**src/hdl/tpc_pkg.sv**
```systemverilog
// Shared constants and types for the trie prefix counter.
// No dependencies; imported by every module of the block.
package tpc_pkg;

	localparam int MAX_NODES_DEF  = 4096;
	localparam int ALPHABET_DEF   = 26;
	localparam int COUNT_BITS_DEF = 20;

	localparam int LETTER_W    = 5;
	localparam int OUT_COUNT_W = 20;
	localparam logic [31:0] OUT_COUNT_MAX = 32'h000F_FFFF;

	localparam int FIFO_DEPTH = 2;

	localparam logic FUNC_INSERT = 1'b0;
	localparam logic FUNC_QUERY  = 1'b1;

	typedef struct packed {
		logic                query;
		logic                sym_ok;
		logic [LETTER_W-1:0] letter;
		logic                last;
	} cmd_t;

endpackage

```
**src/hdl/tpc_cmd_fifo.sv**
```systemverilog
// Short command queue between the front and back parts.
// Depends on tpc_pkg for the command type and its depth.
module tpc_cmd_fifo
	import tpc_pkg::*;
(
	input  logic clk,
	input  logic arst_n,
	input  logic push_valid,
	output logic push_ready,
	input  cmd_t push_cmd,
	output logic head_valid,
	output cmd_t head_cmd,
	input  logic pop
);

	localparam int PTR_W = (FIFO_DEPTH > 1) ? $clog2(FIFO_DEPTH) : 1;
	localparam int CNT_W = $clog2(FIFO_DEPTH + 1);

	cmd_t             slot_q [FIFO_DEPTH];
	logic [PTR_W-1:0] wr_ptr_q;
	logic [PTR_W-1:0] rd_ptr_q;
	logic [CNT_W-1:0] fill_q;
	logic             do_push;
	logic             do_pop;

	assign push_ready = (fill_q != CNT_W'(FIFO_DEPTH));
	assign head_valid = (fill_q != '0);
	assign head_cmd   = slot_q[rd_ptr_q];
	assign do_push    = push_valid && push_ready;
	assign do_pop     = pop && head_valid;

	always_ff @(posedge clk or negedge arst_n) begin
		if (!arst_n) begin
			wr_ptr_q <= '0;
			rd_ptr_q <= '0;
			fill_q   <= '0;
		end else begin
			if (do_push) begin
				wr_ptr_q <= (wr_ptr_q == PTR_W'(FIFO_DEPTH - 1)) ? '0 : wr_ptr_q + 1'b1;
			end
			if (do_pop) begin
				rd_ptr_q <= (rd_ptr_q == PTR_W'(FIFO_DEPTH - 1)) ? '0 : rd_ptr_q + 1'b1;
			end
			if (do_push && !do_pop) begin
				fill_q <= fill_q + 1'b1;
			end else if (do_pop && !do_push) begin
				fill_q <= fill_q - 1'b1;
			end
		end
	end

	always_ff @(posedge clk) begin
		if (do_push) begin
			slot_q[wr_ptr_q] <= push_cmd;
		end
	end

endmodule

```
**config.mk**
```make
export PLATFORM = sky130hd
export DESIGN_NAME = tpc_cmd_fifo
export DESIGN_NICKNAME = d
export VERILOG_FILES = /design/src/hdl/tpc_pkg.sv /design/src/hdl/tpc_cmd_fifo.sv
export SDC_FILE = /design/constraint.sdc
export NUM_CORES = 1
export LEC_CHECK = 0
export BUFFER_PORTS_ARGS = -buffer_cell sky130_fd_sc_hd__buf_2
export CAP_MARGIN = 30
export CORE_UTILIZATION = 44
export CTS_CLUSTER_DIAMETER = 150
export DETAILED_ROUTE_END_ITERATION = 6
export PLACE_DENSITY = 0.77
export RECOVER_POWER = 25
export SLEW_MARGIN = 15
export SYNTH_ARGS = -nofsm -noshare
export SYNTH_HDL_FRONTEND = slang
export SYNTH_SLANG_ARGS = --single-unit
export TNS_END_PERCENT = 20
```
**constraint.sdc**
```tcl
create_clock -name clk -period 1.2 [get_ports clk]
set_input_delay 0.24 -clock clk [delete_from_list [all_inputs] [get_ports clk]]
set_output_delay 0.24 -clock clk [all_outputs]
set_load 0.01 [all_outputs]
```
# Word level (Yosys, flattened, before mapping)
# Memory sizes are Yosys's and may differ from the RTL's.
# Index checks and enable logic that the tools add are counted.
[totals]
reg_bits = 4
latchBits = 0
mem_bits_rw = 16
romBits = 0
inputBits = 12
out_inout_bits = 10
mem_count = 1
[op_classes]
add_sub_neg = 4
n_mul = 0
div = 0
magnitude_cmp = 0
n_eq_ne = 1
n_shift = 0
muxes = 6
n_bitwise = 0
n_reduce_logical = 8
[memory_table]
columns = ["name", "depth", "width", "read_ports", "rd_clocked_by_memory_dff", "wr", "line_no", "source"]
rows = [
  ["slot_q", 2, 8, 1, 0, 1, "tpc_cmd_fifo.sv:19", "cmd_t slot_q [FIFO_DEPTH];"],
]
[op_table]
columns = ["operator", "count"]
rows = [
  ["$logic_and A1 B1 Y1", 4],
  ["$mux W1", 4],
  ["$mux W2", 2],
  ["$reduce_bool A2 Y1", 2],
  ["$add A1 B1 Y1 const B", 2],
  ["$add A2 B1 Y2 const B", 1],
  ["$logic_not A1 Y1", 2],
  ["$ne A2 B2 Y1 const B", 1],
  ["$sub A2 B1 Y2 const B", 1],
]

# Depth between registers and ports, before layout
[depth]
word_depth = 6
ltp_mapped = 7
mapped_depth_nobuf = 7

# Worst setup path after synthesis
# No wires, ideal clock.
[synth_path]
kind = "flip-flop to flip-flop"
start = "register fill_q[0]"
end = "memory slot_q[0][0] (netlist name) (enable)"
setup_time_ps = 370
arrival_ps = 1016
setup_slack_ps = -186
path_stages_with_launch = 4
path_buffers = 0
synth_period_minus_slack_ps = 1386
cell_sequence = "dfrtp_1 nand2b_4 nand2_1 nor2_1"
[synth_via]
elab_chain_cells = 4
[synth_rtl]
columns = ["element", "line_no", "source"]
rows = [
  ["start, declared", "tpc_cmd_fifo.sv:22", "logic [CNT_W-1:0] fill_q;"],
  ["start signal, assigned", "tpc_cmd_fifo.sv:45", "fill_q <= fill_q + 1'b1;"],
  ["start signal, assigned", "tpc_cmd_fifo.sv:47", "fill_q <= fill_q - 1'b1;"],
  ["$ne A2 B2 Y1", "tpc_cmd_fifo.sv:26", "assign push_ready = (fill_q != CNT_W'(FIFO_DEPTH));"],
  ["via push_ready", "tpc_cmd_fifo.sv:9", "output logic push_ready,"],
  ["$logic_and A1 B1 Y1", "tpc_cmd_fifo.sv:29", "assign do_push = push_valid && push_ready;"],
  ["$mux W1", "tpc_cmd_fifo.sv:53", "if (do_push) begin"],
  ["$mux W1 (not written as such)", "tpc_cmd_fifo.sv:54", "slot_q[wr_ptr_q] <= push_cmd;"],
  ["end, declared", "tpc_cmd_fifo.sv:19", ""],
]
# The timed path passes the listed nets, and every way through them passes these cells.

==> summary.md <==
Final wirelength: 1321 µm. In the synthesized netlist, the cells that appear most often are edfxtp_1, mux2_2, dfrtp_1, xnor2_1. After the last flow step, the layout net total stands at 95. The master cell of the clock root buffer was clkbuf_4. After detailed routing, the average wire length per cell comes to 12.58 µm. The hold path endpoint is slot_q[1][4]$_DFFE_PP_. The CTS clock-pin slew for the worst setup and hold paths is 0.11 ns. The final setup skew was 0.003747 ns.

The synthesized net count was 56; the cell depth of the worst flop-to-flop path was 8. The part of the total power dissipated in combinational logic came out at 46.4%. In the routed layout, each cell is associated on average with a via count of 4.438.

The die extent in x is 44.29 µm. The starting utilization of the core area was 49.37%. The tools report the final global-route overflow total as 0. The tightest hold path in the finished design has a slack of 0.1262 ns. The routability-driven placement congestion ratio was 0.8261. The post-route setup TNS is -4.940 ns. The final reports fail on setup timing. The post-DP HPWL was 901.9 µm; the violation count after the first detailed-route iteration was 6. The count of final max-slew check failures came out at 0.

The proportion of layout cells with a drive suffix above 1 is 65.43%. The run gives 0.002151 W as the internal portion of total power. The shortest period the worst path allows was 1.535 ns.

The run finished, with violations left. The share of the yosys chip area belonging to registers is 73.77%, and the pre-CTS setup slack is -0.1355 ns. The share of total power dissipated in the clock network is 17.9%. After synthesis the netlist holds a flip-flop and latch count of 20. For met1 alone, demand over resource in global routing was 19.83%.

Synthesis produced a netlist whose cell count is 43. The tools report the capture instance of the worst register-to-register path as fill_q[1]$_DFFE_PN0P_. The worst register-to-register path has a setup slack of -0.17 ns.

For the insertion delay to the later sink of the worst-skew pair, the log shows 0.30 ns. For this design the static power due to leakage is 0.4928 nW. Counting the buffers created by CTS gives 3.

The worst path setup slack after routing was -0.3351 ns. The first global-routing pass estimated 2125 µm of wire. Walking the worst path, the cells encountered are buf_6 -> mux2_2 -> buf_6. The tools report the type of element capturing the critical path as an output pin. The worst hold path begins at push_cmd[4]. The worst register-to-register path begins at fill_q[1]$_DFFE_PN0P_. The switching part of the total power was 27.86%; the number of maximum-capacitance violations was 0. H-tree depth: 1. The diode insertion count for antenna repair was 0; the number of failing hold endpoints at the final stage was 0. Global routing used 26.47% of the available met2 tracks.

The core region is 0.001594 mm². The port buffer count is 21, and the maximum count of clock buffers along a single path is 2. Before antenna repair, the detailed router went through 2 iterations. After layout, the worst path uses 127.9% of the clock period.

For this run, asynchronously set or reset flops after synthesis account for 20.00%. In the post-synthesis netlist, the biggest area contributors are edfxtp_1, dfrtp_1, mux2_2, xnor2_1, xor2_1. By instance count, the leading cell after synthesis is edfxtp_1.

The total track usage was 16.99%; the Yosys warning count was 0. The predominant post-synthesis flop cell is edfxtp_1. Counting flops with a built-in enable in the synthesized netlist gives 16. In this run the mean area of a mapped cell was 18.30 µm². The height of the chip is 44.29 µm, and the top-level I/O count is 22.

Of the total power, registers draw 35.7%. Global routing consumed, on the met3 layer, 3.673% of the routing resources. The power per unit of standard cell area was 2560 mW/mm²; the highest fanout seen on the critical path was 5.

Summed over all nets, the switching power comes to 0.0008308 W. For the summed instance area of the synthesized netlist, the log shows 787.0 µm². For this run, the top clock speed supported by timing is 651.4 MHz.

For the worst setup path, the data required time is 0.96 ns. Among cell families on the critical path, the largest total delay comes from flip-flops. The worst setup path is of the register to output pin kind. Number of antenna violations at the first check in global routing: 0.

From synthesis to final layout, the design area changed by 48.01%. The share of synthesized area in the top cell type comes to 61.05%. The tools report the cell row count as 14. The worst setup path is launched from a register.

edfxtp_1 takes more of the synthesized area than any other cell. The run gives 14 as the number of library cell types mapped by synthesis. Setup repair after global routing could not meet its margin everywhere.

The min-delay analysis places its worst path in the category input pin to register. The pin count of the biggest net entering global routing is 13. The instance count along the most critical hold path came out at 1. The number of global-route vias before repair was 474. TritonCTS built the clock tree. The largest individual stage delay along the critical path comes from the cell dfrtp_2.

Counting both buffers and inverters, the worst setup path holds a total of 2. Headroom to the max-slew limit came out at 90.73%. The floorplan step defined a die boundary enclosing 0.001962 mm². The tools report the count of final setup violators as 27. The layer flagged by global routing as most heavily used is met2.

The number of vias in the routed layout is 466, and the actual slew at the worst max-slew pin is 0.1386 ns. Across the VDD grid, the largest voltage drop is 1.317 mV. Data arrives at the worst endpoint at 1.30 ns. The antenna violation net count after detailed routing was 0.

By instance count, the cell type seen most on the critical path is buf_6. After detailed routing, the number of remaining DRC violations is 0. For this run, the slowest stage of the critical path takes 0.40 ns. The clock net in this run drives a total of 20 sinks.
routing by layer:
metal | share of wire, % | vias up | routed length, µm
li1 | - | 231 | -
met5 | 0 | - | 0
met4 | 4.2 | 0 | 55
met2 | 51 | 13 | 671
met3 | 1.7 | 4 | 22
met1 | 43 | 218 | 572
metrics by stage:
step	power, W	area, µm²	util [%]	instances
global placement	0.002101	1005	63.03	98
floorplan	0.001670	792.0	-	43
CTS	0.002931	1141	71.59	105
detailed placement	0.002140	1005	63.03	98
finish	0.002982	1165	73.08	105
global route	0.003143	1165	73.08	105
sequential cells by signal, summed over array words and instances, names as in the netlist:
signal	cells
fill_q	2
slot_q	16
wr_ptr_q	1
rd_ptr_q	1
how the worst max path moves through the flow:
stage | to | cells past startpoint | start | slack (ns)
detailed placement | fill_q[1]$_DFFE_PN0P_ | 5 | fill_q[0]$_DFFE_PN0P_ | -0.14
floorplan | fill_q[1]$_DFFE_PN0P_ | 6 | fill_q[0]$_DFFE_PN0P_ | -0.15
global route | head_cmd[4] | 3 | rd_ptr_q$_DFFE_PN0P_ | -0.37
global placement | head_cmd[1] | 2 | rd_ptr_q$_DFFE_PN0P_ | -0.12
finish | head_cmd[0] | 3 | rd_ptr_q$_DFFE_PN0P_ | -0.34
CTS | head_cmd[6] | 3 | rd_ptr_q$_DFFE_PN0P_ | -0.32
placed cells by master (no fill, tap or decap), drive strengths merged:
| master | count |
|---|---|
| ha | 1 |
| bufinv | 1 |
| inv | 1 |
| xnor2 | 3 |
| buf | 34 |
| edfxtp | 16 |
| mux2 | 8 |
| nand2 | 2 |
| and3 | 1 |
| nor2 | 2 |
| nand2b | 1 |
| or2 | 1 |
| xor2 | 2 |
| dlygate4sd3 | 1 |
| clkbuf | 3 |
| dfrtp | 4 |
logic make-up (layout without fill, tap and decap cells):
kind of cell,count (synthesis),after routing,share of synthesized area [%]
adders and majority gates,1,1,1.590
DFF,20,20,73.77
buffers and inverters,2,40,1.112
and+or+nand+nor,7,7,6.518
xor gates and xnor gates,5,5,5.565
muxes,8,8,11.45
power by group through the flow:
stage / Sequential, W / Combinational, W / Clock (W)
floorplan: 0.00106 / 0.000611 / 0
global placement: 0.00110 / 0.00100 / 0
detailed placement: 0.00111 / 0.00103 / 0
CTS: 0.00105 / 0.00133 / 0.000547
global route: 0.00108 / 0.00149 / 0.000572
finish: 0.00106 / 0.00138 / 0.000535
final cells by class:
cell class                      instances  area, µm²
Tap cell                               24      30.03
Multi-Input combinational cell         21      222.7
Inverter                                1      3.754
Timing Repair Buffer                   35      274.0
Sequential cell                        20      581.8
Fill cell                             103      429.2
Clock inverter                          1      30.03
Clock buffer                            3      22.52
what timing repair did:
action                                  4_1_cts  5_1_grt
endpoints found under the setup margin       28       28
endpoints found under the hold margin         4        0
pin swaps                                     1        0
hold buffers                                  1        0
buffers inserted                              2        0
gates resized for setup                      12        5
Note: power is estimated with default switching activity, not from simulation.
