`src/hdl/tpc_pkg.sv`:
```
// Shared constants and types for the trie prefix counter.
// No dependencies; imported by every module of the block.
package tpc_pkg;

	localparam int MAX_NODES_DEF  = 4096;
	localparam int ALPHABET_DEF   = 26;
	localparam int COUNT_BITS_DEF = 20;

	localparam int LETTER_W    = 5;
	localparam int OUT_COUNT_W = 20;
	localparam logic [31:0] OUT_COUNT_MAX = 32'h000F_FFFF;

	localparam int FIFO_DEPTH = 2;

	localparam logic FUNC_INSERT = 1'b0;
	localparam logic FUNC_QUERY  = 1'b1;

	typedef struct packed {
		logic                query;
		logic                sym_ok;
		logic [LETTER_W-1:0] letter;
		logic                last;
	} cmd_t;

endpackage

```
`src/hdl/tpc_front.sv`:
```
// Input stage of the trie prefix counter: accepts items and classifies them.
// Depends on tpc_pkg; feeds tpc_cmd_fifo.
module tpc_front
	import tpc_pkg::*;
#(
	parameter int ALPHABET = ALPHABET_DEF
) (
	input  logic                clk,
	input  logic                arst_n,
	input  logic                in_valid,
	output logic                in_ready,
	input  logic                func,
	input  logic [LETTER_W-1:0] letter,
	input  logic                last,
	input  logic                busy,
	output logic                push_valid,
	input  logic                push_ready,
	output cmd_t                push_cmd
);

	logic vld_s1;
	cmd_t cmd_s1;

	assign in_ready   = !busy && (!vld_s1 || push_ready);
	assign push_valid = vld_s1;
	assign push_cmd   = cmd_s1;

	always_ff @(posedge clk or negedge arst_n) begin
		if (!arst_n) begin
			vld_s1 <= 1'b0;
		end else if (in_valid && in_ready) begin
			vld_s1 <= 1'b1;
		end else if (push_ready) begin
			vld_s1 <= 1'b0;
		end
	end

	always_ff @(posedge clk) begin
		if (in_valid && in_ready) begin
			cmd_s1.query  <= (func == FUNC_QUERY);
			cmd_s1.sym_ok <= (32'(letter) < 32'(ALPHABET));
			cmd_s1.letter <= letter;
			cmd_s1.last   <= last;
		end
	end

endmodule

```
`config.mk`:
```
export PLATFORM = sky130hd
export DESIGN_NAME = tpc_front
export DESIGN_NICKNAME = d
export VERILOG_FILES = /design/src/hdl/tpc_pkg.sv /design/src/hdl/tpc_front.sv
export SDC_FILE = /design/constraint.sdc
export NUM_CORES = 1
export LEC_CHECK = 0
export BUFFER_PORTS_ARGS = -buffer_cell sky130_fd_sc_hd__buf_2
export CAP_MARGIN = 20
export CORE_AREA = 2 2 39 41
export CTS_BUF_LIST = sky130_fd_sc_hd__clkbuf_4 sky130_fd_sc_hd__clkbuf_8 sky130_fd_sc_hd__clkbuf_16
export CTS_CLUSTER_DIAMETER = 50
export DETAILED_ROUTE_END_ITERATION = 8
export DIE_AREA = 0 0 41 43
export SLEW_MARGIN = 20
export SYNTH_ARGS = -nofsm -noshare
export SYNTH_HDL_FRONTEND = slang
export SYNTH_SLANG_ARGS = --single-unit
```
`constraint.sdc`:
```
create_clock -name clk -period 1.5 [get_ports clk]
set_clock_uncertainty 0.05 [all_clocks]
set_input_delay 0.075 -clock clk [delete_from_list [all_inputs] [get_ports clk]]
set_output_delay 0.075 -clock clk [all_outputs]
set_load 0.005 [all_outputs]
```
# ---- After elaboration in Yosys (flattened, before gate mapping)
# Cells that the tools add are included.
dict set report word_totals {
  latchBits 0
  n_memories 0
  ram_bits 0
  reg_bits 9
  word_cells 14
  mem_bits_ro 0
}
dict set report classes {
  reduce_logical 6
  n_bitwise 0
  shifts 0
  n_div 0
  muxes 2
  eq_ne 0
  magnitude_cmp 1
  multipliers 0
  n_addsub 0
}
# cell n
set ops {}
lappend ops {{$lt 5x5->1 const B} 1}
lappend ops {{$logic_and 1x1->1} 2}
lappend ops {{$logic_not 1->1} 2}
lappend ops {{$mux 1} 2}
lappend ops {{$reduce_bool 2->1} 1}
lappend ops {{$logic_or 1x1->1} 1}

# ---- Depth between registers and ports, before layout
# Gate-level depths: netlist (run 1).
dict set report depth {
  ltp_word 5
  depth_mapped 2
}

# ---- Least setup slack after synthesis (run 1)
# No wires, ideal clock.
dict set report synth_timing {
  kind {reg2reg}
  startpoint {register vld_s1 (netlist: push_valid)}
  endpoint {register cmd_s1 (netlist bit push_cmd[0]) (enable)}
  n_path_buf 0
  t_arrival_ns 0.882
  path_stages_with_launch 3
  path_slack_ns 0.197
  required_ns 1.079
  path_cell_list {dfrtp_1 nor2b_4 nor2_1}
}
dict set report synth_via {
  elab_chain_len 4
}
# element line
set synth_lines {}
lappend synth_lines {{from (decl)} tpc_front.sv:21} ;# logic vld_s1;
lappend synth_lines {{from (signal assigned)} tpc_front.sv:30} ;# vld_s1 <= 1'b0;
lappend synth_lines {{from (signal assigned)} tpc_front.sv:32} ;# vld_s1 <= 1'b1;
lappend synth_lines {{from (signal assigned)} tpc_front.sv:34} ;# vld_s1 <= 1'b0;
lappend synth_lines {{$logic_not 1->1} tpc_front.sv:24} ;# assign in_ready = !busy && (!vld_s1 || push_ready);
lappend synth_lines {{$logic_or 1x1->1} tpc_front.sv:24}
lappend synth_lines {{$logic_and 1x1->1} tpc_front.sv:24}
lappend synth_lines {{$logic_and 1x1->1} tpc_front.sv:39} ;# if (in_valid && in_ready) begin
lappend synth_lines {{to (decl)} tpc_front.sv:22} ;# cmd_t cmd_s1;
# No other way between the ends.
# A chain may end at the register's enable or synchronous reset.

# ---- Worst setup path in the final report (run 1)
# Same ends and word-level chain as after synthesis.

==> summary.txt, run 1 <==
Outcome
  • Status: complete, no violations

CTS
  • Resized cells post-CTS: 0
  • H-tree depth: 1
  • Clock latency on the worst-skew pair: 0.25 ns
  • CTS tree: yes
  • Clock sink count: 9
  • CTS Buf Count: 3
  • Maximum buffer depth of the clock tree: 2
  • Root Buffer: clkbuf_4
  • Worst-path clk slew: roughly 0.060 ns

Setup path
  • CP max stage cell: dfrtp_1
  • CP Class: flop to flop
  • CP startpoint kind: flop
  • Worst-path fanout max: 8
  • Data arrival, critical path: 1.00 ns
  • Max stage delay on crit path: 0.37 ns
  • CP delay by family, top: flip-flops
  • Crit path capture type: flop
  • Crit-path cells: nor2b_4, nor2_1, buf_4
  • Worst Path Required: around 1.4 ns
  • Buf/Inv on CP: 1

Synth
  • Sequential-to-total area share from yosys stat: between 80% and 90%
  • Post-synth EDFFs: 8
  • Post-Syn Nets: 27
  • Synthesized area: between 300 and 400 µm²
  • Synth Area per Inst: 20.4 µm²
  • Ys Warns: 0
  • Most common cell in the synthesized netlist: edfxtp_1
  • Largest area contributor in the netlist: edfxtp_1
  • Async set-reset flop share out of synthesis: 11.1%
  • Syn Inst Count: 15
  • Dominant cells by area after synthesis: edfxtp_1 (78%), dfrtp_1 (8.2%), nor2b_4 (4.5%)
  • Top cells by count, synth: edfxtp_1 (8), nand2b_1 (2), nor2_1 (2)
  • Area share of the largest cell type after synthesis: approximately four fifths
  • Synth unique cells: 6
  • Main flop type after synthesis: edfxtp_1
  • #FFs+latches synth: 9

Routing
  • Vias per inst: around 3.8
  • WL/cell: 9.80 µm
  • TritonRoute pass-1 iters: 2
  • Metal3 WL: around 95 µm
  • DRC Markers: 0
  • Highest metal used: met3
  • WL met2: ~280 µm
  • Metal-1 WL: between 200 and 300 µm
  • Final wirelength: roughly 640 µm
  • Detailed Route Iter0 Violations: 1
  • Post-DRT Antenna Nets: 0
  • Via count: 245

Placed design
  • Post-DP HPWL: slightly below 500 µm
  • Placer Congestion: 0.659
  • Buffers on Ports: 21

Power and ir drop
  • Peak supply drop: 512 µV
  • Lkg Pwr: between 0.0002 and 0.00025 µW
  • PwrDens: 996 nW/µm²

Global routing
  • GRT Total Usage: just under 9%
  • Initial antenna violation count: 0
  • Largest net degree at the start of global routing: 9
  • Vias in the first global route: ~250
  • First-pass GRT wire length: 931 µm
  • GRT Residual Overflow: 0

Final layout
  • Layout area overhead: 79.2%
  • Post-layout net count: a little over 60
  • Final Core Density: 39.7%
  • Layout cells sized above 1: between 50% and 60%
  • Number of diodes: 0

Die
  • Initial core utilization: between 20 and 25%
  • Core Rows: 14
  • Die width: about 40 µm
  • I/O pins: 22
  • Core area: 1380 µm²
  • Die H: between 40 and 50 µm
  • Die ar.: between 1500 and 2000 µm²

Timing
  • Fin crit period: 1.09 ns
  • RSZ-0062 raised after global routing: no
  • Setup violators final: 0
  • Crit share post-route: between 70% and 80%
  • Least-Margin Pin Slew: roughly 0.14 ns
  • Total negative slack: 0 ns
  • Slew Limit Headroom: 90.8%
  • Fin. Hold Viols: 0
  • Slew Viols, Final: 0
  • Final hold slack: between 0.01 and 0.015 ns
  • Top achievable clock speed: 915 MHz

Job
  • Max Cap Viol: 0

Worst hold path
  • Hold Crit Class: primary input to flop
metrics by stage:
step                      worst slack (ns)  total power [µW]  area, µm²  cells
final                                0.407               547        549     65
after global routing                 0.355               578        549     65
after CTS                            0.394               559        549     65
after detailed placement             0.405               343        439     53
after global placement               0.417               342        439     53
after floorplan                      0.197               309        307     15
cells by family (layout without fill, tap and decap cells):
logic type,count (synthesis),in the layout,synth area share (%)
and+or+nand+nor,5,5,11.0
DFF,9,9,86.5
AOI/OAI and AO/OA,1,1,2.45
buffers and inverters,0,34,0
worst reg2reg max path: stages, from the launching register on:
cell and delay (ns):
dfrtp_1 0.37, nor2b_4 0.13, nor2_1 0.09, buf_4 0.17
layout make-up:
cell class	count	area, µm²
clock buffers	4	30.0
fillers	129	835
multi-input cells	6	41.3
flip-flops and latches	9	265
well taps	16	20.0
repair buffers	30	193
cells in the final DEF (no fill, tap or decap), drive strengths merged:
master       count
clkbuf           4
buf             22
o211ai           1
nor2             2
edfxtp           8
dlygate4sd3      8
nor2b            1
dfrtp            1
nand2b           2
power by group:
part / internal, µW / switching (µW) / leakage (µW)
sequential: 287 / 2.60 / 0.0000860
combinational: 39.6 / 23.2 / 0.000140
clock: 120 / 74.8 / 0.0000184
total: 446 / 101 / 0.000244
registers in the layout, indices dropped and copies added (netlist names):
name        cells
push_valid      1
push_cmd        8
per-layer routing:
layer / track usage, % / vias up
li1: - / 124
met1: 9.18 / 99
met2: 12.2 / 22
met3: 4.71 / 0
met4: 8.00 / 0
met5: 0 / -
final timing paths:
kind | from | endpoint | slack [ns] | depth (start not counted)
worst max register to register | push_valid | push_cmd[0] | 0.41 | 3
min in group asynchronous | arst_n | push_valid | 0.08 | 2
max in group asynchronous | arst_n | push_valid | 1.24 | 2
worst min-delay path | in_valid | push_valid | 0.01 | 3
worst min register to register | push_valid | push_valid | 0.57 | 2
worst max-delay path | push_valid | push_cmd[0] | 0.41 | 3
timing repair:
| action | CTS | global route |
|---|---|---|
| hold buffers | 8 | 0 |
| setup buffers | 0 | 0 |
| endpoints found under the hold margin | 8 | 0 |
Note: power is estimated with default switching activity, not from simulation.
==> run 2, diff against run 1 <==
==> constraint.sdc (replaced) <==
create_clock -name clk -period 1.05 [get_ports clk]
set_clock_uncertainty 0.05 [all_clocks]
set_input_delay 0.0525 -clock clk [delete_from_list [all_inputs] [get_ports clk]]
set_output_delay 0.0525 -clock clk [all_outputs]
set_load 0.005 [all_outputs]
==> summary.txt, run 2 (same netlist as run 1, synthesis figures left out) <==
Power and ir drop
  • Total internal power: 641 µW
  • P_sw: around 140 µW
  • Lkg Pwr: ~0.00024 µW
  • Logic pwr share: ~12%
  • PwrDens: 1400 nW/µm²
  • Sw Share: 18.4%
  • Final Power: 786 µW
  • Clock power frac: between 30% and 40%
  • Peak supply drop: between 500 and 600 µV
  • Reg power frac: between 50% and 60%

Worst hold path
  • Hold Path End: push_valid
  • Hold path start: in_valid
  • Hold path cells: 3
  • Hold Crit Class: primary input to flop

Setup path
  • Worst R2R Start: push_valid
  • Reg2Reg Capture Point: push_cmd[7]
  • R2r setup slk: -0.03 ns
  • CP max stage cell: dfrtp_1
  • Buf/Inv on CP: 2
  • Max stage delay on crit path: roughly 0.37 ns
  • CP Class: flop to primary output
  • Data arrival, critical path: about 1.0 ns
  • R2r worst-path depth: 2
  • CP startpoint kind: flop
  • Crit-path cells: nor2b_4, buf_6, nor2_2, buf_2
  • Worst-path fanout max: 2
  • Crit path capture type: primary output
  • Worst Path Required: 0.95 ns
  • CP delay by family, top: flip-flops

Routing
  • DRC Markers: 0
  • WL/cell: roughly 8.8 µm
  • Post-DRT Antenna Nets: 0
  • Detailed Route Iter0 Violations: 3
  • Via count: between 200 and 250
  • Final wirelength: ~570 µm
  • Vias per inst: 3.80
  • TritonRoute pass-1 iters: 2

Final layout
  • Number of diodes: 0
  • Layout cells sized above 1: approximately three fifths
  • Layout area overhead: 83.7%
  • Layout fillers: around 130
  • Post-layout net count: between 60 and 70
  • Fin cells: between 60 and 70
  • Max reg flops: 8
  • Most common cell after layout, fill and taps aside: buf_2
  • Most frequent cells in the layout: buf_2 (21), dlygate4sd3_1 (8), edfxtp_1 (8), clkbuf_4 (4), nand2b_1 (2)

CTS
  • Clock sink count: 9
  • Clock latency on the worst-skew pair: between 0.2 and 0.3 ns
  • Maximum buffer depth of the clock tree: 2
  • H-tree depth: 1
  • CTS tree: yes
  • CTS Buf Count: 3
  • Root Buffer: clkbuf_4
  • Worst-path clk slew: 0.06 ns

Job
  • Max Cap Viol: 0

Placed design
  • Place WS: -0.0158 ns
  • Placer Congestion: ~0.57
  • Dpl cells: 53
  • Buffers on Ports: 21

Global routing
  • Largest net degree at the start of global routing: 9
  • GRT Total Usage: 7.25%
  • First-pass GRT wire length: about 830 µm
  • Vias in the first global route: 243
  • GRT Residual Overflow: 0
  • Initial antenna violation count: 0

Timing
  • Slew Limit Headroom: between 80% and 90%
  • Least-Margin Pin Slew: ~0.23 ns
  • Slew Viols, Final: 0
  • Top achievable clock speed: about 870 MHz
  • RSZ-0062 raised after global routing: yes
  • Crit share post-route: 109%
  • Setup violators final: 9
  • Fin. Hold Viols: 0
  • Total negative slack: -0.263 ns
  • Final hold slack: a little under 0.04 ns
  • Fin crit period: ~1.1 ns
  • Final worst slack: -0.0949 ns

Die
  • Core Rows: 14
  • Die width: just over 40 µm
  • Die ar.: 1760 µm²
  • Die H: 43 µm
  • Core area: 1380 µm²
  • I/O pins: 22
  • Initial core utilization: 22.2%

Outcome
  • Failing checks: negative setup slack
  • Status: finished with violations
[run 2: cell types whose count changed in the layout (fill, tap and decap cells not counted)]
cell,change
nor2_1,-2
buf_4,-1
buf_6,+1
nor2_2,+1
nor2_4,+1
[run 2: stage by stage]
stage / area [µm²] / utilization (%)
after floorplan: 314 / -
after detailed placement: 447 / 32.3
after global placement: 447 / 32.3
after CTS: 561 / 40.5
after global routing: 563 / 40.7
final: 563 / 40.7
[run 2: repair_timing]
item,in CTS,in global routing
resized for setup,1,1
pin swaps,1,1
buffers inserted,0,0
setup endpoints to repair,9,9
endpoints found under the hold margin,8,0
hold buffers,8,0
[run 2: worst min-delay path: stages]
cell and delay (ns):
buf_2 0.08, nand2b_1 0.09, nand2b_1 0.09
[run 2: layout make-up]
type                            instances  area, µm²  area share, %
Clock buffer                            4       30.0           5.33
Sequential cell                         9        265           47.1
Tap cell                               16       20.0           3.56
Timing Repair Buffer                   30        196           34.9
Multi-Input combinational cell          6       51.3           9.11
[run 2: how the worst max path moves through the flow]
stage / start / slack (ns) / end / depth (start not counted)
floorplan: push_valid / 0.01 / push_cmd[0] / 2
global placement: push_valid / 0.0002 / push_cmd[4] / 2
detailed placement: push_valid / -0.02 / push_cmd[4] / 2
CTS: push_valid / -0.12 / in_ready / 4
global route: push_valid / -0.15 / in_ready / 4
finish: push_valid / -0.09 / in_ready / 4
[run 2: metal layers]
layer	up-vias	track usage (%)	wire (µm)	share of wire [%]
li1	123	-	-	-
met1	104	7.48	253	44
met2	20	11.3	237	41
met3	0	3.66	80	14
met4	0	4.00	0	0
met5	-	0	0	0
[run 2: power groups by stage]
stage / Combinational, µW / Clock, µW / Sequential (µW)
4_1_cts: 95.9 / 287 / 414
3_3_place_gp: 71.0 / 0 / 421
6_report: 96.4 / 276 / 414
3_5_place_dp: 71.4 / 0 / 421
5_1_grt: 105 / 316 / 415
2_1_floorplan: 21.5 / 0 / 424
